[src/pal_pkg.sv]
// Types and codes shared by the positional array list.
package pal_pkg;

  typedef enum logic [2:0] {
    ACT_APPEND  = 3'd0,
    ACT_INSERT  = 3'd1,
    ACT_REMOVE  = 3'd2,
    ACT_REPLACE = 3'd3,
    ACT_SEARCH  = 3'd4
  } action_e;

  typedef enum logic [2:0] {
    ST_OK      = 3'd0,
    ST_EMPTY   = 3'd1,
    ST_FULL    = 3'd2,
    ST_BADPOS  = 3'd3,
    ST_NOMATCH = 3'd4
  } status_e;

  typedef struct packed {
    action_e            action;
    logic [4:0]         position;
    logic signed [31:0] value;
  } req_t;

  typedef struct packed {
    status_e    status;
    logic [4:0] match_position;
    logic [4:0] entry_count;
    logic       last;
  } rsp_t;

endpackage

[src/positional_array_list.sv]
// Positional array list: ordered list of signed 32-bit values with a sequencer.
//
// Usage:
//   Present a request on req_i with start_i high; it is taken at a rising
//   edge where busy_o is low. Each result transaction appears on rsp_o for
//   exactly one cycle with valid_o high, in the cycle after the step that
//   makes it. The final result of a request has rsp_o.last set.
//   Append, replace, unused codes and every error finish from the idle state.
//   Insert and remove move one entry at a time, a read step then a write
//   step, through the one read port and one write port of the entry memory.
//   Search reads and compares one live entry at a time, a read step then a
//   compare step, with one result per match; the final result is made in
//   the end state that follows the scan.
//   busy_o stays high while a multi-cycle request runs; a new request may
//   be taken while the final result of the previous one is still shown.
//   Reset empties the list; the entry memory is not cleared, as slots past
//   the count are never read before they are written.
//   The receiver cannot stall: every result is taken in the cycle it shows.
module positional_array_list #(
  parameter int DEPTH = 16
) (
  input  logic            clk_i,
  input  logic            rst_ni,
  input  logic            start_i,
  input  pal_pkg::req_t   req_i,
  output logic            busy_o,
  output logic            valid_o,
  output pal_pkg::rsp_t   rsp_o
);

  localparam int AW = (DEPTH > 1) ? $clog2(DEPTH) : 1;
  localparam int CW = $clog2(DEPTH + 1);
  localparam int XW = ((CW > 5) ? CW : 5) + 1;

  localparam logic [2:0] S_IDLE   = 3'd0;
  localparam logic [2:0] S_SH_RD  = 3'd1;
  localparam logic [2:0] S_SH_WR  = 3'd2;
  localparam logic [2:0] S_SR_RD  = 3'd3;
  localparam logic [2:0] S_SR_CMP = 3'd4;
  localparam logic [2:0] S_SR_END = 3'd5;

  logic [2:0]    state_q, state_d;
  logic [CW-1:0] cnt_q, cnt_d;
  logic [CW-1:0] idx_q, idx_d;
  logic [CW-1:0] tgt_q, tgt_d;
  logic          ins_q, ins_d;
  logic [31:0]   val_q, val_d;
  logic [4:0]    hold_pos_q, hold_pos_d;
  logic          hold_v_q, hold_v_d;
  logic          valid_q, valid_d;
  pal_pkg::rsp_t rsp_q, rsp_d;

  logic [31:0]   mem_q [DEPTH];
  logic [31:0]   rdata_q;
  logic          we;
  logic [AW-1:0] waddr;
  logic [AW-1:0] raddr;
  logic [31:0]   wdata;

  logic          accept;
  logic [XW-1:0] pos_x;
  logic [XW-1:0] cnt_x;
  logic [XW-1:0] pos_m1;

  assign accept = start_i && (state_q == S_IDLE);
  assign pos_x  = XW'(req_i.position);
  assign cnt_x  = XW'(cnt_q);
  assign pos_m1 = pos_x - XW'(1);

  always_comb begin
    state_d    = state_q;
    cnt_d      = cnt_q;
    idx_d      = idx_q;
    tgt_d      = tgt_q;
    ins_d      = ins_q;
    val_d      = val_q;
    hold_pos_d = hold_pos_q;
    hold_v_d   = hold_v_q;
    valid_d    = 1'b0;
    rsp_d      = rsp_q;
    rsp_d.match_position = '0;
    rsp_d.last           = 1'b1;
    rsp_d.status         = pal_pkg::ST_OK;
    we    = 1'b0;
    waddr = '0;
    wdata = req_i.value;
    raddr = idx_q[AW-1:0];

    unique case (state_q)
      S_IDLE: begin
        if (accept) begin
          valid_d = 1'b1;
          val_d   = req_i.value;
          case (req_i.action)
            pal_pkg::ACT_APPEND: begin
              if (cnt_q >= CW'(DEPTH)) begin
                rsp_d.status = pal_pkg::ST_FULL;
              end else begin
                we    = 1'b1;
                waddr = cnt_q[AW-1:0];
                cnt_d = cnt_q + CW'(1);
              end
            end
            pal_pkg::ACT_INSERT: begin
              if (cnt_q == '0) begin
                rsp_d.status = pal_pkg::ST_EMPTY;
              end else if (cnt_q >= CW'(DEPTH)) begin
                rsp_d.status = pal_pkg::ST_FULL;
              end else if (pos_x == '0 || pos_x > cnt_x + XW'(1)) begin
                rsp_d.status = pal_pkg::ST_BADPOS;
              end else begin
                valid_d = 1'b0;
                ins_d   = 1'b1;
                idx_d   = cnt_q;
                tgt_d   = CW'(pos_m1);
                state_d = S_SH_RD;
              end
            end
            pal_pkg::ACT_REMOVE: begin
              if (cnt_q == '0) begin
                rsp_d.status = pal_pkg::ST_EMPTY;
              end else if (pos_x == '0 || pos_x > cnt_x) begin
                rsp_d.status = pal_pkg::ST_BADPOS;
              end else begin
                valid_d = 1'b0;
                ins_d   = 1'b0;
                idx_d   = CW'(pos_m1);
                tgt_d   = cnt_q - CW'(1);
                state_d = S_SH_RD;
              end
            end
            pal_pkg::ACT_REPLACE: begin
              if (cnt_q == '0) begin
                rsp_d.status = pal_pkg::ST_EMPTY;
              end else if (pos_x == '0 || pos_x > cnt_x) begin
                rsp_d.status = pal_pkg::ST_BADPOS;
              end else begin
                we    = 1'b1;
                waddr = AW'(pos_m1);
              end
            end
            pal_pkg::ACT_SEARCH: begin
              if (cnt_q == '0) begin
                rsp_d.status = pal_pkg::ST_EMPTY;
              end else begin
                valid_d  = 1'b0;
                idx_d    = '0;
                hold_v_d = 1'b0;
                state_d  = S_SR_RD;
              end
            end
            default: ;
          endcase
        end
      end
      S_SH_RD: begin
        if (idx_q == tgt_q) begin
          valid_d = 1'b1;
          state_d = S_IDLE;
          if (ins_q) begin
            we    = 1'b1;
            waddr = idx_q[AW-1:0];
            wdata = val_q;
            cnt_d = cnt_q + CW'(1);
          end else begin
            cnt_d = cnt_q - CW'(1);
          end
        end else begin
          raddr   = ins_q ? AW'(idx_q - CW'(1)) : AW'(idx_q + CW'(1));
          state_d = S_SH_WR;
        end
      end
      S_SH_WR: begin
        we      = 1'b1;
        waddr   = idx_q[AW-1:0];
        wdata   = rdata_q;
        idx_d   = ins_q ? idx_q - CW'(1) : idx_q + CW'(1);
        state_d = S_SH_RD;
      end
      S_SR_RD: begin
        if (idx_q == cnt_q) begin
          state_d = S_SR_END;
        end else begin
          state_d = S_SR_CMP;
        end
      end
      S_SR_CMP: begin
        if (rdata_q == val_q) begin
          if (hold_v_q) begin
            valid_d              = 1'b1;
            rsp_d.match_position = hold_pos_q;
            rsp_d.last           = 1'b0;
          end
          hold_pos_d = 5'(idx_q + CW'(1));
          hold_v_d   = 1'b1;
        end
        idx_d   = idx_q + CW'(1);
        state_d = S_SR_RD;
      end
      S_SR_END: begin
        valid_d  = 1'b1;
        hold_v_d = 1'b0;
        state_d  = S_IDLE;
        if (hold_v_q) begin
          rsp_d.match_position = hold_pos_q;
        end else begin
          rsp_d.status = pal_pkg::ST_NOMATCH;
        end
      end
      default: state_d = S_IDLE;
    endcase

    rsp_d.entry_count = 5'(cnt_d);
  end

  always_ff @(posedge clk_i or negedge rst_ni) begin
    if (!rst_ni) begin
      state_q  <= S_IDLE;
      cnt_q    <= '0;
      hold_v_q <= 1'b0;
      valid_q  <= 1'b0;
    end else begin
      state_q  <= state_d;
      cnt_q    <= cnt_d;
      hold_v_q <= hold_v_d;
      valid_q  <= valid_d;
    end
  end

  always_ff @(posedge clk_i) begin
    idx_q      <= idx_d;
    tgt_q      <= tgt_d;
    ins_q      <= ins_d;
    val_q      <= val_d;
    hold_pos_q <= hold_pos_d;
    rsp_q      <= rsp_d;
  end

  always_ff @(posedge clk_i) begin
    if (we) begin
      mem_q[waddr] <= wdata;
    end
    rdata_q <= mem_q[raddr];
  end

  assign busy_o  = (state_q != S_IDLE);
  assign valid_o = valid_q;
  assign rsp_o   = rsp_q;

  a_cnt_bound: assert property (@(posedge clk_i) disable iff (!rst_ni)
    cnt_q <= CW'(DEPTH))
    else $error("entry count exceeds depth");

  a_last_idle: assert property (@(posedge clk_i) disable iff (!rst_ni)
    (valid_o && rsp_o.last) |-> !busy_o)
    else $error("final result shown while still busy");

  a_notlast_busy: assert property (@(posedge clk_i) disable iff (!rst_ni)
    (valid_o && !rsp_o.last) |-> busy_o)
    else $error("intermediate result shown while idle");

  a_hold_clear: assert property (@(posedge clk_i) disable iff (!rst_ni)
    !busy_o |-> !hold_v_q)
    else $error("pending match left over after search");

  a_match_ok: assert property (@(posedge clk_i) disable iff (!rst_ni)
    (valid_o && rsp_o.match_position != 5'd0) |-> rsp_o.status == pal_pkg::ST_OK)
    else $error("match position on a non-ok result");

endmodule
[config.mk]
export PLATFORM = sky130hd
export DESIGN_NAME = positional_array_list
export DESIGN_NICKNAME = d
export VERILOG_FILES = /design/src/pal_pkg.sv /design/src/positional_array_list.sv
export SDC_FILE = /design/constraint.sdc
export NUM_CORES = 1
export LEC_CHECK = 0
export ABC_CLOCK_PERIOD_IN_PS = 6750
export CELL_PAD_IN_SITES_DETAIL_PLACEMENT = 1
export CELL_PAD_IN_SITES_GLOBAL_PLACEMENT = 2
export CORE_ASPECT_RATIO = 1.75
export CORE_MARGIN = 1.5
export CORE_UTILIZATION = 45
export CTS_BUF_LIST = sky130_fd_sc_hd__clkbuf_4
export DETAILED_ROUTE_END_ITERATION = 10
export DONT_BUFFER_PORTS = 1
export MAX_ROUTING_LAYER = met4
export PLACE_DENSITY = 0.89
export SYNTH_ARGS = -nofsm -noshare
export SYNTH_HDL_FRONTEND = slang
export SYNTH_SLANG_ARGS = --single-unit
[constraint.sdc]
create_clock -name clk_i -period 6.75 [get_ports clk_i]
set_clock_uncertainty 0.05 [all_clocks]
set_input_delay 1.0125 -clock clk_i [delete_from_list [all_inputs] [get_ports clk_i]]
set_output_delay 1.0125 -clock clk_i [all_outputs]
set_load 0.02 [all_outputs]
# Yosys cells after proc, flatten, opt, wreduce, memory -nomap -nowiden
# Memories as Yosys holds them, arrays and structs flattened. A register that Yosys moved wholly into a read port is not among the register bits.
# Index checks and enable logic that the tools add are counted.
[op_classes]
addsub = 6
order_cmp = 3
eq_ne = 28
mux = 95
reduce_logical = 18
[ops]
columns = ["op", "count"]
rows = [
  ["2-to-1 mux 5 bit", 20],
  ["2-to-1 mux 32 bit", 2],
  ["case mux 32 bit (2 select lines)", 1],
  ["2-to-1 mux 4 bit", 9],
  ["== test 32 bit", 1],
  ["2-to-1 mux 1 bit", 30],
  ["case mux 5 bit (2 select lines)", 3],
  ["case mux 5 bit (3 select lines)", 2],
  ["2-to-1 mux 3 bit", 8],
  ["!= test 3 bit (second input constant)", 6],
  ["2-to-1 mux 2 bit", 8],
  ["!= test 2 bit (second input constant)", 8],
  ["AND reduction 8 bit", 2],
  ["case mux 3 bit (5 select lines)", 1],
  ["subtractor 5 x 1 -> 5 bit (second input constant)", 3],
  ["== test 3 x 2 -> 1 bit (second input constant)", 4],
  ["case mux 4 bit (3 select lines)", 1],
  ["adder 5 x 1 -> 5 bit (second input constant)", 2],
  ["== test 5 bit", 2],
  ["== test 3 bit (second input constant)", 3],
  ["case mux 1 bit (3 select lines)", 3],
  ["case mux 3 bit (3 select lines)", 1],
  ["AND reduction 9 bit", 1],
  ["nonzero test 3 bit", 3],
  ["other kinds (21)", 26],
]
[word_totals]
reg_bits = 72
mem_bits_rw = 512
output_inout_bits = 16
elab_cells = 164
mem_count = 1
[mem_list]
columns = ["memory", "words", "width", "read_ports", "rd_clocked_by_memory_dff", "wr", "line_no", "rtl"]
rows = [
  ["mem_q", 16, 32, 1, 1, 1, "positional_array_list.sv:53", "logic [31:0] mem_q [DEPTH];"],
]

# Logic depth before layout (Yosys ltp)
[logic_depth]
depth_word = 9
mapped_depth = 14
mapped_depth_nobuf = 11

# Worst setup path before layout
# No wires, ideal clock.
[synth_timing]
path_kind = "input port to flip-flop"
startpoint = "input port start_i"
endpoint = "memory mem_q[0][0], enable pin"
setup_ns = 0.513
t_arrival_ns = 6.055
t_required_ns = 6.187
path_slack_ns = 0.132
path_stages = 8
path_buffers = 0
path_cell_list = "nand2_1 -> inv_1 -> nand2b_1 -> nor2_1 -> a221oi_1 -> o31ai_1 -> or2_2 -> nor4b_1"
[synth_between]
elab_chain_len = 5
elab_cells_between_ends = 7
[synth_lines]
columns = ["element", "line_no", "rtl"]
rows = [
  ["start, declared", "positional_array_list.sv:24", "input logic start_i,"],
  ["logical AND 1 bit (*)", "positional_array_list.sv:65", "assign accept = start_i && (state_q == S_IDLE);"],
  ["2-to-1 mux 1 bit", "positional_array_list.sv:91", "if (accept) begin"],
  ["case mux 1 bit (3 select lines)", "positional_array_list.sv:89", "unique case (state_q)"],
  ["2-to-1 mux 1 bit", "positional_array_list.sv:240", "if (we) begin"],
  ["2-to-1 mux 1 bit (not written as such)", "positional_array_list.sv:241", "mem_q[waddr] <= wdata;"],
  ["end, declared", "positional_array_list.sv:53", ""],
]
# Mark *: on every way between the ends. The rest lies on a longest branch, timed or not.

# Worst setup path in the final report
[layout_timing]
startpoint = "register state_q[0]"
endpoint = "register rdata_q[11], read port of mem_q"
[layout_between]
elab_chain_len = 2
[layout_lines]
columns = ["element", "line_no", "rtl"]
rows = [
  ["start, declared", "positional_array_list.sv:42", "logic [2:0] state_q, state_d;"],
  ["start signal, assigned", "positional_array_list.sv:223", "state_q <= state_d;"],
  ["== test 3 x 1 -> 1 bit", "positional_array_list.sv:89", ""],
  ["2-to-1 mux 4 bit", "positional_array_list.sv:89", ""],
  ["end, declared", "positional_array_list.sv:54", "logic [31:0] rdata_q;"],
]
# Every way passes these cells.
# A chain may end at the register's enable or synchronous reset.

==> run_results.csv <==
group,metric,value,unit
status,status,"finished, final reports clean",
worst_setup_path,cp.required,7520,ps
detailed_routing,drt-total-wl,113400,um
timing,rsz0062_at_grt,"false",
cells_and_area,drive_gt1_share,18.13,%
pwr,powerDensity,501.7,nW/um2
timing,setup_tns,0,ps
pwr,power,17.87,mW
detailed_routing,drc,0,
detailed_routing,drt_iter0_markers,2150,
floorplan,fp.dieArea,74470,um2
synthesis,syn_inst,2976,
synthesis,yosysWarnings,0,
worst_setup_path,worstSetupStartpointType,"flip-flop",
worst_hold_path,holdPathStages,0,
timing,hold_viol_final,0,
floorplan,io_pins,59,
cells_and_area,final_common_cell,"edfxtp_1",
synthesis,synth.top_cell.area_share,51.35,%
worst_setup_path,r2r_slack,1790,ps
worst_setup_path,cpPeakStageDelay,840,ps
synthesis,ys_seq_area_share,54.92,%
worst_setup_path,path_class,"reg -> reg",
clock_network,clk_latency,950,ps
synthesis,syn_area,32750,um2
cells_and_area,multi_input_area,13940,um2
worst_setup_path,reg2reg_depth,9,
synthesis,ys_dominant_reg_cell,"edfxtp_1",
clock_network,clock_path_buffers,3,
cells_and_area,final_nets,2988,
clock_network,cts-root-buf,"clkbuf_4",
synthesis,async_reset_ff_share,1.623,%
placed_design,place.gp.congestion,0.8742,
worst_hold_path,hp-class,"in -> reg",
timing,tightest_slew,1136,ps
floorplan,core_area,71890,um2
global_routing,grt-busiest-layer,"met2",
synthesis,yosysTopAreaCell,"edfxtp_1",
global_routing,grt_max_degree,146,
synthesis,avgSynthCellArea,11.00,um2
worst_setup_path,path_delay_family,"simple AND/OR/NAND/NOR gates",
clock_network,cts_tree,"yes",
worst_hold_path,hp-start,"req_i[20]",
placed_design,dp_cells,3704,
detailed_routing,drtPass1Iterations,7,
worst_setup_path,cp-end-kind,"flip-flop",
global_routing,antenna_found_initial,8,
timing,max_freq,0.2017,GHz
placed_design,port_buffers,0,
floorplan,die_w,206.9,um
synthesis,synth_fp_nets,3036,
worst_setup_path,path_common_cell,"buf_4",
floorplan,die_height,359.9,um
clock_network,clkTransAtPathRegs,80,ps
global_routing,use_met2,54.41,%
worst_setup_path,reg2reg_to,"rdata_q[11]",
cells_and_area,n_fill_cell,7758,
timing,period_share,73.46,%
floorplan,initial_core_util,45.55,%
global_routing,grt_first_pass_wirelength,169200,um
worst_setup_path,crit_chain,"or3b_4, buf_4, buf_4, a221oi_1, or2_2, nor3_1, nand2_1, o211a_1, or4_1",
synthesis,synth_cell_types,59,
pwr,p_leak,13.10,nW
detailed_routing,antenna_left,0,
global_routing,grt_pass1_vias,28260,
timing,finalSetupViolCount,0,
timing,finalCriticalPeriod,4958,ps
worst_setup_path,critical_path_buf_inv_count,2,
pwr,vdd_ir_drop_max,0.3705,mV
cells_and_area,final_cell_mix,"560 x edfxtp_1, 466 x nand2_1, 262 x nand2b_1, 256 x a211oi_1, 208 x clkbuf_4",
cells_and_area,final-seq-area,17990,um2
placed_design,dp_hpwl,67430,um
clock_network,cts_num_sinks,616,
worst_setup_path,cp_data_arrival_time,5730,ps
detailed_routing,vias,26000,
worst_setup_path,crit_fanout,71,
timing,slew_headroom,23.57,%
global_routing,use_met1,32.95,%
synthesis,synth_edf_count,560,
worst_setup_path,cpMaxStageDelayCell,"or3b_4",
clock_network,cts_htree_levels,4,
floorplan,rows,130,
detailed_routing,vias_per_cell,6.515,
clock_network,cts_buffers,145,
global_routing,grt_overflow,0,
cells_and_area,stdcell_count,3991,
worst_hold_path,hold_end,"val_q[20]",
detailed_routing,wire_per_inst,28.42,um
global_routing,use_met3,4.880,%
synthesis,ys_ff_latch,616,
global_routing,track_usage,31.38,%
timing,drv_slew,0,
run,max-cap-violations,0,
worst_setup_path,r2r_start,"state_q[0]",
synthesis,synth_area_leaders,"edfxtp_1 51%, a211oi_1 5.9%, nand2_1 5.4%, nand2b_1 5.0%, o211a_1 3.9%",
cells_and_area,area_growth,8.749,%
logic make-up after synthesis:
group                      Yosys count  synth area share [%]
and+or+nand+nor                   1123                 17.19
muxes                              133                 4.558
buffers and inverters              270                 3.370
AOI/OAI and AO/OA                  756                 17.68
DFF                                616                 54.92
xor gates and xnor gates            61                 1.631
adders and majority gates           17                0.6495
synthesized netlist by cell type (15+ instances only):
cell	count
xor2_1	33
clkbuf_1	193
a211oi_1	256
ha_1	17
or2_2	128
buf_1	15
nand2_1	467
o211a_1	128
a221oi_1	133
a22oi_1	38
or4_1	31
edfxtp_1	560
buf_2	36
mux2_2	107
nor2_1	42
nand2b_1	262
inv_1	18
mux2_1	22
xnor2_1	28
dfxtp_1	46
a21oi_1	146
nor3_1	139
per-stage QoR:
stage	hold slack, ps	util (%)	worst slack [ps]	area [um2]
global route	25.07	49.54	1559	35620
floorplan	370.3	-	131.8	32750
global placement	372.0	46.75	1821	33610
finish	105.4	49.54	1792	35620
detailed placement	382.3	46.77	1918	33630
CTS	11.53	49.48	1904	35580
per-layer routing:
layer  wire length [um]  part of all wire (%)  vias to the layer above
li1                   -                     -                    11250
met1              40380                    36                    13300
met2              60000                    53                     1078
met3               6397                   5.6                      370
met4               6665                   5.9                        0
met5                  0                     0                        -
flip-flops by register name, indices dropped and copies added (netlist names), 3 cells and up:
register,flops
idx_q,5
rdata_q,32
hold_pos_q,5
mem_q,512
tgt_q,5
state_q,3
val_q,32
cnt_q,5
rsp_o,14
cell type report:
| class | instances | share of cell area [%] |
|---|---|---|
| Antenna cell | 16 | 0.1124 |
| Multi-Input combinational cell | 2090 | 39.13 |
| Clock buffer | 208 | 4.384 |
| Inverter | 19 | 0.2002 |
| Clock inverter | 62 | 1.057 |
| Sequential cell | 616 | 50.50 |
| Timing Repair Buffer | 56 | 1.363 |
| Tap cell | 924 | 3.246 |
timing repair:
item                                   4_1_cts  5_1_grt
endpoints found under the hold margin       10        0
resized for setup                            0        0
hold buffers                                 1        0
buffers inserted                             0        0
where the power goes:
part / internal (mW) / switching (mW)
Clock: 1.62 / 1.61
Sequential: 4.95 / 0.376
Combinational: 3.17 / 6.14
worst register-to-register path, stage by stage (launching register included):
cell and delay (ps):
dfrtp_1 540, or3b_4 840, buf_4 830, buf_4 850
a221oi_1 180, or2_2 350, nor3_1 430, nand2_1 120
o211a_1 190, or4_1 470
worst max path at each step:
stage | startpoint | to | cells past startpoint
global placement | start_i | mem_q[13][24] | 8
finish | state_q[0] | rdata_q[11] | 9
floorplan | start_i | mem_q[0][0] | 8
global route | state_q[0] | mem_q[1][9] | 10
detailed placement | state_q[0] | rdata_q[11] | 9
CTS | state_q[0] | rdata_q[11] | 9
Power figures use the tool's default switching activity.
